File: config.mk
export PLATFORM = sky130hd
export DESIGN_NAME = vmc_ram
export DESIGN_NICKNAME = d
export VERILOG_FILES = /design/src/hw/rtl/vmc_ram.sv
export SDC_FILE = /design/constraint.sdc
export NUM_CORES = 1
export LEC_CHECK = 0
export ABC_CLOCK_PERIOD_IN_PS = 5810
export BUFFER_PORTS_ARGS = -buffer_cell sky130_fd_sc_hd__buf_4
export CAP_MARGIN = 40
export CORE_ASPECT_RATIO = 0.7
export CORE_MARGIN = 10
export CORE_UTILIZATION = 60
export CTS_BUF_LIST = sky130_fd_sc_hd__clkbuf_4 sky130_fd_sc_hd__clkbuf_8
export DETAILED_ROUTE_END_ITERATION = 10
export PLACE_DENSITY_LB_ADDON = 0.12
export RECOVER_POWER = 25
export SLEW_MARGIN = 10
export SYNTH_ARGS = -nofsm -noshare
export SYNTH_HDL_FRONTEND = slang
export SYNTH_SLANG_ARGS = --single-unit
File: constraint.sdc
create_clock -name clk_i -period 5.81 [get_ports clk_i]
set_input_delay 1.162 -clock clk_i [delete_from_list [all_inputs] [get_ports clk_i]]
set_output_delay 1.162 -clock clk_i [all_outputs]
set_load 0.02 [all_outputs]
File: src/hw/rtl/vmc_ram.sv
// vmc_ram: generic single write port, single read port RAM
// read data is registered; no dependencies
`timescale 1ns / 1ps
module vmc_ram #(
  parameter int unsigned WIDTH = 8,
  parameter int unsigned DEPTH = 16,
  parameter int unsigned AW    = $clog2(DEPTH)
) (
  input  logic             clk_i,
  input  logic             we_i,
  input  logic [AW-1:0]    waddr_i,
  input  logic [WIDTH-1:0] wdata_i,
  input  logic [AW-1:0]    raddr_i,
  output logic [WIDTH-1:0] rdata_o
);

  logic [WIDTH-1:0] mem_q [DEPTH];

  // write port and registered read port
  always_ff @(posedge clk_i) begin
    if (we_i) begin
      mem_q[waddr_i] <= wdata_i;
    end
    rdata_o <= mem_q[raddr_i];
  end

endmodule

==> out/results.ini <==
[clock_network]
worstSkewPairLatency_ps=420
numCtsBuffers=17
cts_setup_buffers=0
cts_hold_buffers=0
cts_tree=done
clock_path_buffers=2
cts_resized=0
cts_max_level=4
cts.sinks=136
clkTransAtPathRegs_ps=70
cts-root-buf=clkbuf_8

[sta]
finalClockSkew_ps=6.632
fin_ws_ps=3358
fmax_mhz=407.8
tightest_slew_ps=922.9
finalSetupViolCount=0
slew_viol_final=0
hold_viol_final=0
rsz0062_at_grt=no
tns_ps=0
relSlewSlack_pct=38.24
period_share_pct=42.21
finalCriticalPeriod_ps=2452

[floorplanning]
start_util_pct=61.22
pin_count=26
die_h_um=97.50
die_x_um=130.7
num_rows=28
dieArea_um2=12740
core_um2=8408

[yosys]
syn_inst=229
yosysSeqAreaShare_pct=77.78
yosysWarnings=0
synth.distinct_cells=19
ys_ff_latch=136
mappedNetlistNets=247
syn-cell-area_um2=5147
syn_area_per_cell_um2=22.48

[cells_and_area]
area_delta_synth_final_pct=14.68
fin_nets=291
mostFrequentLayoutCell=edfxtp_1
drive_gt1_share_pct=27.27
final_cell_mix=128 x edfxtp_1, 26 x buf_4, 18 x mux4_2, 18 x clkbuf_8, 16 x a22oi_1
fill_cells=512
final_cells=391
diodes=0
postLayoutCoreUtil_pct=70.21

[grt]
grtUsageTotal_pct=16.32
antenna_found_initial=0
grt_start_max_net_pins=33
grt-ovfl-total=0
grt_pass1_wl_um=14900
grt_pass1_vias=2454

[setup_path]
critPathRequiredTime_ps=5860
critPathKind=in2reg
crit_chain=buf_4 > or3b_2 > nor2_1
slowest_delay_ps=690
cp_slowest_cell=nor2_1
arrival_ps=2500
end_kind=flip-flop
critPathLaunchType=primary input
crit_fanout=8

[routing]
drc=0
vias_per_cell=6.054
ant_nets=0
drt_iter0_drc=245
via_count=2367
wl_per_cell_um=24.38
wirelength_um=9531
met1_length_um=4262
dr.pass1.iters=4
dr_wl_met2_um=4391
wl_met3_um=822
routed.top_layer=met4

[power]
vdd.ir_drop.worst_v=0.0002021
total_power_mw=2.124
leakage_nw=1.970
powerDensity_nw_per_um2=359.8

[placed_design]
portBuffers=25
dp_hpwl_um=5898
place_congestion=0.7335
dpl.cell_count=358
pre_cts_slack_ps=2854

[flow_run]
maxCapViolCount=0

[outcome]
status=completed

[min_path]
min_path_type=reg2reg

metal layers:
layer | track usage, % | up-vias
met2 | 22.06 | 103
li1 | - | 1061
met1 | 24.19 | 1199
met5 | 0 | -
met4 | 6.053 | 0
met3 | 5.016 | 4
path summary, 6_finish.rpt:
check / slack (ps) / depth (start not counted) / end / from
worst max register to register: 4480 / 3 / rdata_o[1] / mem_q[9][1]
worst min-delay path: 680 / 3 / rdata_o[4] / mem_q[13][4]
worst max-delay path: 3360 / 3 / mem_q[1][2] / waddr_i[2]
worst min register to register: 680 / 3 / rdata_o[4] / mem_q[13][4]
sequential cells by signal, indices dropped and copies added (netlist names):
signal	cells
mem_q	128
rdata_o	8
stage by stage:
step	area [um^2]	hold slack (ps)
after floorplan	5147	629.3
after global placement	5403	656.3
after detailed placement	5445	669.6
after CTS	5926	686.2
after global routing	5903	722.3
final	5903	682.3
synthesized netlist by cell type:
cell type          n  area, um^2
a22oi_1           16       120.1
and2_1             1       6.260
and2b_1            1       7.510
buf_2              3       15.01
buf_4              1       7.510
buf_6              3       33.78
clkdlybuf4s25_2    3       30.03
dfxtp_1            8       160.2
edfxtp_1         128        3844
mux4_1            14       367.9
mux4_2            18       405.4
nand2_1            9       33.78
nand2b_1           2       12.51
nand3_1            1       5.000
nand3b_1           2       15.01
nor2_1            13       48.80
nor2b_1            1       6.260
nor3_1             4       20.02
or3b_2             1       8.760
worst max-delay path: cells and delay by family:
kind	cells	cell delay (ps)
buf+inv	1	120
simple gates	2	1210
cells by family (layout without fill, tap and decap cells):
kind of cell,after synthesis,count (layout),share of synthesized area [%]
DFF,136,136,77.78
and+or+nand+nor,35,35,3.184
muxes,32,32,15.02
buffers and inverters,10,67,1.677
AOI/OAI and AO/OA,16,16,2.334
cell type report:
| cell class | instances | area (um^2) | share of cell area (%) |
|---|---|---|---|
| sequential | 136 | 4004 | 67.83 |
| tap | 105 | 131.4 | 2.226 |
| timing repair buffer | 35 | 230.2 | 3.900 |
| clock buffer | 19 | 255.2 | 4.324 |
| clock inverter | 13 | 225.2 | 3.815 |
| multi-input combinational | 83 | 1057 | 17.91 |
power breakdown:
| group | switching [mW] | internal [mW] | leakage [nW] |
|---|---|---|---|
| sequential | 0.00586 | 1.10 | 1.22 |
| clock | 0.346 | 0.568 | 0.231 |
| combinational | 0.0637 | 0.0446 | 0.516 |
| total | 0.415 | 1.71 | 1.97 |
(Power assumes the default switching activity.)
