==> config.mk <==
export PLATFORM = sky130hd
export DESIGN_NAME = vmc_alu
export DESIGN_NICKNAME = d
export VERILOG_FILES = /design/src/hw/rtl/vmc_pkg.sv /design/src/hw/rtl/vmc_alu.sv
export SDC_FILE = /design/constraint.sdc
export NUM_CORES = 1
export LEC_CHECK = 0
export ABC_AREA = 1
export BUFFER_PORTS_ARGS = -buffer_cell sky130_fd_sc_hd__buf_2
export CORE_UTILIZATION = 50
export DETAILED_ROUTE_END_ITERATION = 8
export PLACE_DENSITY = 0.87
export SYNTH_ARGS = -nofsm -noshare
export SYNTH_HDL_FRONTEND = slang
export SYNTH_SLANG_ARGS = --single-unit
==> constraint.sdc <==
create_clock -name vclk -period 1.3
set_input_delay 0.065 -clock vclk [all_inputs]
set_output_delay 0.065 -clock vclk [all_outputs]
set_load 0.01 [all_outputs]
==> src/hw/rtl/vmc_pkg.sv <==
// vmc_pkg: shared types and constants of the interpreter machine
// holds command codes, fault codes and ALU operation codes
// no dependencies
`timescale 1ns / 1ps
package vmc_pkg;

  localparam int unsigned ADDR_W          = 12;
  localparam int unsigned MEM_DEPTH       = 4096;
  localparam int unsigned STACK_DEPTH_DEF = 16;
  localparam int unsigned SCREEN_W        = 64;
  localparam int unsigned SCREEN_H        = 32;
  localparam logic [ADDR_W-1:0] START_DEF = 12'h200;

  typedef enum logic [1:0] {
    CMD_LOAD = 2'd0,
    CMD_EXEC = 2'd1,
    CMD_TICK = 2'd2,
    CMD_ROW  = 2'd3
  } cmd_e;

  localparam logic [1:0] FLT_NONE      = 2'd0;
  localparam logic [1:0] FLT_OPCODE    = 2'd1;
  localparam logic [1:0] FLT_OVERFLOW  = 2'd2;
  localparam logic [1:0] FLT_UNDERFLOW = 2'd3;

  typedef enum logic [2:0] {
    ALU_PASSB,
    ALU_OR,
    ALU_AND,
    ALU_XOR,
    ALU_ADD,
    ALU_SUB,
    ALU_SHR
  } alu_op_e;

endpackage

==> src/hw/rtl/vmc_alu.sv <==
// vmc_alu: shared 8-bit arithmetic and logic unit with flag output
// depends on vmc_pkg
`timescale 1ns / 1ps
module vmc_alu import vmc_pkg::*; (
  input  alu_op_e    op_i,
  input  logic [7:0] a_i,
  input  logic [7:0] b_i,
  output logic [7:0] res_o,
  output logic       flag_o
);

  logic [8:0] sum;
  logic [8:0] diff;

  assign sum  = {1'b0, a_i} + {1'b0, b_i};
  assign diff = {1'b0, a_i} - {1'b0, b_i};

  // flag is carry for add, no-borrow for sub, shifted-out bit for shr
  always_comb begin
    res_o  = b_i;
    flag_o = 1'b0;
    unique case (op_i)
      ALU_PASSB: res_o = b_i;
      ALU_OR:    res_o = a_i | b_i;
      ALU_AND:   res_o = a_i & b_i;
      ALU_XOR:   res_o = a_i ^ b_i;
      ALU_ADD: begin
        res_o  = sum[7:0];
        flag_o = sum[8];
      end
      ALU_SUB: begin
        res_o  = diff[7:0];
        flag_o = ~diff[8];
      end
      ALU_SHR: begin
        res_o  = {1'b0, a_i[7:1]};
        flag_o = a_i[0];
      end
      default: res_o = b_i;
    endcase
  end

endmodule

==> reports/qor.txt, run 1 <==
Core region area = 2500 µm²
Sequential Area = 0 µm²
Pint = 0.398 mW
First-pass GRT wire length = 7750 µm
Routed len/inst = 19.2 µm
Startpoint Class = input port
Slew headroom = 77.8%
DR top layer = met4
WL met3 = 812 µm
Final worst setup slack = -0.406 ns
Warnings from Yosys = 0
Number of global-route vias before repair = 1738
Top-count cell post-synth = nand2_1
Met1 Wirelength = 2310 µm
Critical path endpoint category = output port
Fraction of the cycle the final worst path needs = 131%
RSZ-0062 raised after global routing = yes
Critical path required time = 1.24 ns
DRT Pass-1 Iters = 8
IO Port Bufs = 28
Top post-synthesis cells by count = nand2_1 (66), inv_1 (42), nand3_1 (34)
Die X = 53.5 µm
Mean Syn Cell Area = 5.55 µm²
Seq_cells = 0
Switch Pwr = 0.547 mW
PD cells = 440 nW/µm²
Share of layout cells above drive strength 1 = 46.6%
Starting Density = 53.1%
Placed inst area = 1830 µm²
Grt total ovfl = 0
Detail Placement HPWL = 3410 µm
Placed Cells = 339
Pwr Total = 0.945 mW
Cell Area, Synth = 1330 µm²
Largest net degree at the start of global routing = 10
Met2 WL = 2920 µm
Top cell type by total area after synthesis = ha_1
Flop pwr share = 0%
Comb pwr share = 100.0%
Height of the die = 53.5 µm
Non-filler cells, final = 343
Syn Nets = 287
Failing checks = setup timing
Iteration-0 DRC Markers = 243
Global-route usage over all layers = 36.9%
Final hold vios = 0
Final min period = 1.71 ns
# IOs = 28
P&R area growth vs syn = 61.8%
Fin nets = 363
Pre-CTS setup slack = -0.322 ns
Antenna violations before repair = 0
Worst hold slack = 0.496 ns
Pins Over Slew Limit = 0
Leak pwr = 1.13 nW
GPL Wtd Cong = 0.933
Net Sw Frac = 57.9%
Residual DRC = 0
Final setup fails = 8
Die area = 2860 µm²
Distinct cells, synth = 25
Vias per std cell = 6.43
Synth top area share = 25.5%
MaxCap Viol Count = 0
Maximum VDD drop = 0.356 mV
Synth area leaders = ha_1 (25%), nand2_1 (19%), nand3_1 (13%)
DR vias = 2206
Clock Power Share = 0%
Least-Margin Pin Slew = 0.333 ns
Fmax = 586 MHz
CP arrival = 1.64 ns
Status = finished, violations left
Post-synthesis sequential area ratio = 0%
Drt total wl = 6590 µm
Diodes inserted = 0
Clkbuf count = 0
Post-Syn Instances = 239
Final Cell Area = 2150 µm²
Hold crit path type = in2out
Antenna-violating nets left = 0
CP Class = in2out
Num rows = 18
Worst Path Max Fanout = 4
[worst max-delay path: stages]
cell	delay (ns)
buf_8	0.11
inv_4	0.06
ha_4	0.13
inv_2	0.05
fa_2	0.41
nand2_2	0.11
nand2_1	0.10
nand2_1	0.13
nand3_2	0.11
o21ai_2	0.10
nor2_1	0.06
nand3_1	0.07
buf_2	0.13
[layer usage]
layer | up-vias | track usage, %
li1 | 920 | -
met1 | 975 | 47.6
met2 | 224 | 62.5
met3 | 87 | 3.74
met4 | 0 | 13.2
met5 | - | 0
[final timing paths]
path	start	endpoint	cells past startpoint
hold / removal	b_i[7]	res_o[7]	4
setup / recovery	a_i[0]	res_o[4]	13
[stage by stage]
step	setup TNS (ns)	utilization (%)
6_report	-2.07	85.8
5_1_grt	-2.73	85.8
4_1_cts	-1.21	79.2
3_5_place_dp	-2.12	73.3
3_3_place_gp	-1.83	73.3
2_1_floorplan	0	-
[power groups by stage]
stage | combinational (mW) | clock (mW) | sequential (mW)
after floorplan | 0.386 | 0 | 0
after CTS | 0.750 | 0 | 0
after detailed placement | 0.681 | 0 | 0
after global placement | 0.659 | 0 | 0
after global routing | 0.999 | 0 | 0
final | 0.945 | 0 | 0
[cell families (layout without fill, tap and decap cells)]
logic type | Yosys count | count (layout) | share of synthesized area (%)
buffers and inverters | 47 | 121 | 14.4
adders and majority gates | 29 | 29 | 28.5
AOI/OAI and AO/OA | 30 | 30 | 12.0
and+or+nand+nor | 133 | 133 | 45.1
[what timing repair did]
item,CTS,global route
resized for setup,41,45
setup endpoints to repair,8,9
buffers inserted,1,3
pin swaps,15,21
hold endpoints to repair,0,0
hold buffers,0,0
[layout by cell type (no fill, tap or decap), types with 2 or more instances in the layout]
master | netlist | routed
a21oi_1 | 12 | 7
a21oi_2 | 1 | 4
a21oi_4 | 0 | 2
buf_2 | 0 | 24
buf_4 | 2 | 47
buf_6 | 1 | 3
buf_8 | 0 | 2
fa_2 | 0 | 2
ha_1 | 27 | 14
ha_2 | 0 | 5
ha_4 | 0 | 8
inv_1 | 42 | 29
inv_2 | 2 | 12
inv_4 | 0 | 3
nand2_1 | 66 | 56
nand2_2 | 2 | 12
nand3_1 | 34 | 28
nand3_2 | 0 | 6
nand3b_1 | 3 | 3
nand4_1 | 5 | 5
nor2_1 | 13 | 11
nor2_2 | 3 | 3
nor2_4 | 1 | 3
nor3_2 | 0 | 2
o21ai_0 | 12 | 6
o21ai_1 | 2 | 2
o21ai_2 | 0 | 6
[final cells by class]
cell class | count | area (µm²)
Fill cell | 116 | 354
Inverter | 44 | 173
Multi-Input combinational cell | 192 | 1390
Tap cell | 30 | 37.5
Timing Repair Buffer | 77 | 544
Power figures use the tool's default switching activity.
==> run 2, diff against run 1 <==
- CELL_PAD_IN_SITES_DETAIL_PLACEMENT: not set -> 0
- CELL_PAD_IN_SITES_GLOBAL_PLACEMENT: not set -> 1
- CORE_UTILIZATION: 50 -> 35
- PLACE_DENSITY: 0.87 -> 0.9
==> run 2 against run 1 <==
Compared with the run above:
- the run still ends with setup timing left
- power down 16%
- core utilization down 27 points
- highest routed layer is now met3
- worst setup slack better by 0.16 ns
- combinational power down 16%
- worst hold slack worse by 0.024 ns
- routed wire length down 32%
- largest power group unchanged
- largest cell class unchanged
- fmax up 10%
- non-clock buffer count down 4
==> reports/qor.txt, run 2 (same netlist as run 1, synthesis figures left out) <==
Slew headroom = 80.0% (+2.3 points)
Fraction of the cycle the final worst path needs = 119% (-12 points)
Pint = 0.357 mW (-10%)
Worst Path Max Fanout = 3 (-1)
Final Cell Area = 2040 µm² (-5.1%)
Residual DRC = 0 (unchanged)
Commonest non-fill, non-tap cells in the layout = nand2_1 (57), buf_4 (45), inv_1 (35), nand3_1 (31), buf_2 (25)
Die X = 63.6 µm (+19%)
Switch Pwr = 0.439 mW (-20%)
Fin nets = 359 (-1.1%)
Height of the die = 63.6 µm (+19%)
P&R area growth vs syn = 53.5%
Hold_sp = b_i[7]
Placed Cells = 351 (+3.5%)
Comb pwr share = 100.0% (about the same)
IO Port Bufs = 28 (unchanged)
Core region area = 3470 µm² (+39%)
Iteration-0 DRC Markers = 91 (-63%)
Final worst setup slack = -0.250 ns (+0.156 ns)
Crit path max-delay family = simple AND/OR/NAND/NOR gates
Diodes inserted = 0 (unchanged)
Largest net degree at the start of global routing = 9 (-1)
Setup_tns = -1.40 ns (+0.677 ns)
# IOs = 28 (unchanged)
Startpoint Class = input port
Vias per std cell = 4.97 (-23%)
Seq_cells = 0 (unchanged)
Pins Over Slew Limit = 0 (unchanged)
Antenna violations before repair = 0 (unchanged)
Worst hold slack = 0.472 ns (-0.0239 ns)
Most common cell after layout, fill and taps aside = nand2_1
First-pass GRT wire length = 6960 µm (-10%)
CP arrival = 1.48 ns (-0.16 ns)
Final min period = 1.55 ns (-0.156 ns)
Hold crit path type = in2out
Routed len/inst = 12.6 µm (-34%)
Antenna-violating nets left = 0 (unchanged)
Buf/Inv on CP = 2 (-2)
Hold EP = res_o[7]
Net Sw Frac = 55.2% (-2.7 points)
Share of layout cells above drive strength 1 = 40.5% (-6.2 points)
DR vias = 1766 (-20%)
GPL Wtd Cong = 0.921 (-1.3%)
Final hold vios = 0 (unchanged)
Hold depth = 4 (unchanged)
Sequential Area = 0 µm² (unchanged)
Clock Power Share = 0% (unchanged)
Starting Density = 38.2% (-15 points)
Placed inst area = 1820 µm² (-0.55%)
Maximum VDD drop = 0.188 mV (-47%)
DRT Pass-1 Iters = 4 (-4)
Drt total wl = 4490 µm (-32%)
Global-route usage over all layers = 21.2% (-16 points)
Non-filler cells, final = 355 (+3.5%)
PD cells = 391 nW/µm² (-11%)
Cell chain of the critical path = buf_8 > ha_4 > fa_2 > or2_4 > nand3_2 > o21ai_2 > nor3_2 > nand3b_1 > buf_2
MaxCap Viol Count = 0 (unchanged)
Die area = 4040 µm² (+41%)
Fmax = 645 MHz (+10%)
RSZ-0062 raised after global routing = yes
Clkbuf count = 0 (unchanged)
CP max stage delay = 0.39 ns (-0.02 ns)
Pre-CTS setup slack = -0.324 ns (-0.00177 ns)
Critical path required time = 1.24 ns (about the same)
Grt total ovfl = 0 (unchanged)
Flop pwr share = 0% (unchanged)
Status = finished, violations left
Num rows = 21 (+3)
CP Class = in2out
Critical path endpoint category = output port
Least-Margin Pin Slew = 0.300 ns (-0.0339 ns)
Final setup fails = 8 (unchanged)
CP max stage cell = fa_2
Detail Placement HPWL = 3350 µm (-1.8%)
Number of global-route vias before repair = 1542 (-11%)
Leak pwr = 1.10 nW (-1.9%)
Failing checks = setup timing
## run 2: changes by cell type in the layout (fill, tap and decap cells not counted), sizes merged
cell	delta
buf	-4
## run 2: power by group through the flow
stage	combinational, mW	sequential [mW]	clock (mW)
2_1_floorplan	0.386	0	0
3_3_place_gp	0.660	0	0
3_5_place_dp	0.669	0	0
4_1_cts	0.719	0	0
5_1_grt	0.879	0	0
6_report	0.796	0	0
## run 2: cell type report
class | count | area (µm²)
Timing Repair Buffer | 73 | 500
Fill cell | 367 | 1430
Inverter | 44 | 170
Multi-Input combinational cell | 192 | 1310
Tap cell | 46 | 57.6
## run 2: worst max path at each step
stage,from,to,slack (ns),depth (start not counted)
floorplan,a_i[0],res_o[2],0.02,7
global placement,b_i[0],res_o[2],-0.30,9
detailed placement,a_i[0],res_o[4],-0.32,12
CTS,b_i[0],res_o[2],-0.22,9
global route,a_i[0],res_o[6],-0.35,12
finish,a_i[0],res_o[2],-0.25,9
## run 2: worst min-delay path, delay by kind of cell
family	cells	cell delay, ns
buffers and inverters	2	0.22
AND/OR/NAND/NOR	2	0.12
## run 2: timing repair
action,in CTS,in global routing
resized for setup,30,28
setup endpoints to repair,8,8
setup buffers,1,3
gates cloned,0,0
pin swaps,10,16
hold buffers,0,0
## run 2: routing by layer
| layer | GRT usage (%) | wire, µm |
|---|---|---|
| met1 | 29.4 | 2130 |
| met2 | 36.4 | 2150 |
| met3 | 0.725 | 205 |
| met4 | 3.13 | 0 |
| met5 | 0 | 0 |
## run 2: through the flow
| stage | power (mW) | utilization, % |
|---|---|---|
| 6_report | 0.796 | 58.7 |
| 5_1_grt | 0.879 | 58.7 |
| 4_1_cts | 0.719 | 55.4 |
| 3_5_place_dp | 0.669 | 52.6 |
| 3_3_place_gp | 0.660 | 52.6 |
| 2_1_floorplan | 0.386 | - |
==> run 3, diff against run 2 <==
- RECOVER_POWER: not set -> 100
==> run 3 against run 2 <==
Compared with the run above:
- the run still ends with setup timing left
- cell count unchanged
- non-clock buffer count unchanged
- routed wire length about the same
- die area unchanged
- global-route usage unchanged
- largest cell class unchanged
==> reports/qor.txt, run 3 (same netlist as run 1, synthesis figures left out) <==
Die X = 63.6 µm (unchanged)
Hold EP = res_o[7]
Clkbuf count = 0 (unchanged)
MaxCap Viol Count = 0 (unchanged)
GPL Wtd Cong = 0.921 (unchanged)
Residual DRC = 0 (unchanged)
Status = finished, violations left
Routed len/inst = 12.6 µm (about the same)
Hold_sp = b_i[7]
Startpoint Class = input port
Diodes inserted = 0 (unchanged)
Seq_cells = 0 (unchanged)
Number of global-route vias before repair = 1542 (unchanged)
Worst Path Max Fanout = 3 (unchanged)
First-pass GRT wire length = 6960 µm (unchanged)
Fraction of the cycle the final worst path needs = 119% (unchanged)
Fmax = 645 MHz (unchanged)
Setup_tns = -1.40 ns (unchanged)
CP Class = in2out
WL met3 = 205 µm (unchanged)
Hold depth = 4 (unchanged)
DR vias = 1766 (unchanged)
Commonest non-fill, non-tap cells in the layout = nand2_1 (57), buf_4 (45), inv_1 (35), nand3_1 (31), buf_2 (24)
Detail Placement HPWL = 3350 µm (unchanged)
Critical path endpoint category = output port
DRT Pass-1 Iters = 4 (unchanged)
Hold crit path type = in2out
Slew headroom = 80.0% (unchanged)
Antenna-violating nets left = 0 (unchanged)
Core Util, Final = 58.7% (about the same)
Fin nets = 359 (unchanged)
Pins Over Slew Limit = 0 (unchanged)
Final setup fails = 8 (unchanged)
Grt total ovfl = 0 (unchanged)
Antenna violations before repair = 0 (unchanged)
Largest net degree at the start of global routing = 9 (unchanged)
Leak pwr = 1.10 nW (-0.26%)
Pwr Total = 0.795 mW (-0.12%)
Drt total wl = 4490 µm (about the same)
Global-route usage over all layers = 21.2% (unchanged)
Die area = 4040 µm² (unchanged)
Final worst setup slack = -0.250 ns (unchanged)
Vias per std cell = 4.97 (unchanged)
Final min period = 1.55 ns (unchanged)
Num rows = 21 (unchanged)
IO Port Bufs = 28 (unchanged)
DR top layer = met3
PD cells = 391 nW/µm² (about the same)
Failing checks = setup timing
Maximum VDD drop = 0.188 mV (about the same)
Share of layout cells above drive strength 1 = 40.1% (-0.32 points)
Least-Margin Pin Slew = 0.300 ns (unchanged)
Height of the die = 63.6 µm (unchanged)
Critical path required time = 1.24 ns (about the same)
P&R area growth vs syn = 53.4% (about the same)
Iteration-0 DRC Markers = 91 (unchanged)
Sequential Area = 0 µm² (unchanged)
# IOs = 28 (unchanged)
RSZ-0062 raised after global routing = yes
Met2 WL = 2150 µm (unchanged)
Placed Cells = 351 (unchanged)
Starting Density = 38.2% (unchanged)
Core region area = 3470 µm² (unchanged)
Non-filler cells, final = 355 (unchanged)
Final hold vios = 0 (unchanged)
CP arrival = 1.48 ns (about the same)
Met1 Wirelength = 2130 µm (about the same)
Most common cell after layout, fill and taps aside = nand2_1
[run 3: worst max-delay path: stages]
cell and delay, ns:
buf_8 0.11, ha_4 0.16, fa_2 0.39, or2_4 0.24
nand3_2 0.08, o21ai_2 0.06, nor3_2 0.16, nand3b_1 0.08
buf_2 0.14
[run 3: repair_timing]
| item | 4_1_cts | 5_1_grt |
|---|---|---|
| endpoints found under the hold margin | 0 | 0 |
| setup buffers | 1 | 3 |
| gates resized for setup | 30 | 28 |
| cloned | 0 | 0 |
| pin swaps | 10 | 16 |
| endpoints found under the setup margin | 8 | 8 |
| hold buffers | 0 | 0 |
[run 3: report_power, final]
| group | total (mW) | switching, mW | internal, mW | leakage, nW |
|---|---|---|---|---|
| Clock | 0 | 0 | 0 | 0 |
| Combinational | 0.795 | 0.440 | 0.355 | 1.10 |
| Sequential | 0 | 0 | 0 | 0 |
| Total | 0.795 | 0.440 | 0.355 | 1.10 |
[run 3: final cells by class]
cell class	count	area, µm²
Fill cell	368	1430
Tap cell	46	57.6
Multi-Input combinational cell	192	1310
Inverter	44	170
Timing Repair Buffer	73	499
[run 3: through the flow]
stage	area, µm²	hold slack [ns]	setup slack (ns)
final	2030	0.472	-0.250
after global routing	2030	0.507	-0.347
after CTS	1920	0.478	-0.221
after detailed placement	1820	0.478	-0.324
after global placement	1820	0.472	-0.303
after floorplan	1340	0.275	0.0203
[run 3: per-layer routing]
| layer | global-route usage (%) | up-vias |
|---|---|---|
| met5 | 0 | - |
| met4 | 3.13 | 0 |
| met3 | 0.725 | 0 |
| met2 | 36.4 | 53 |
| met1 | 29.4 | 804 |
| li1 | - | 909 |
[run 3: worst max-delay path by stage]
stage / endpoint / start / slack (ns)
after global placement: res_o[2] / b_i[0] / -0.30
final: res_o[2] / a_i[0] / -0.25
after CTS: res_o[2] / b_i[0] / -0.22
after detailed placement: res_o[4] / a_i[0] / -0.32
after floorplan: res_o[2] / a_i[0] / 0.02
after global routing: res_o[6] / a_i[0] / -0.35
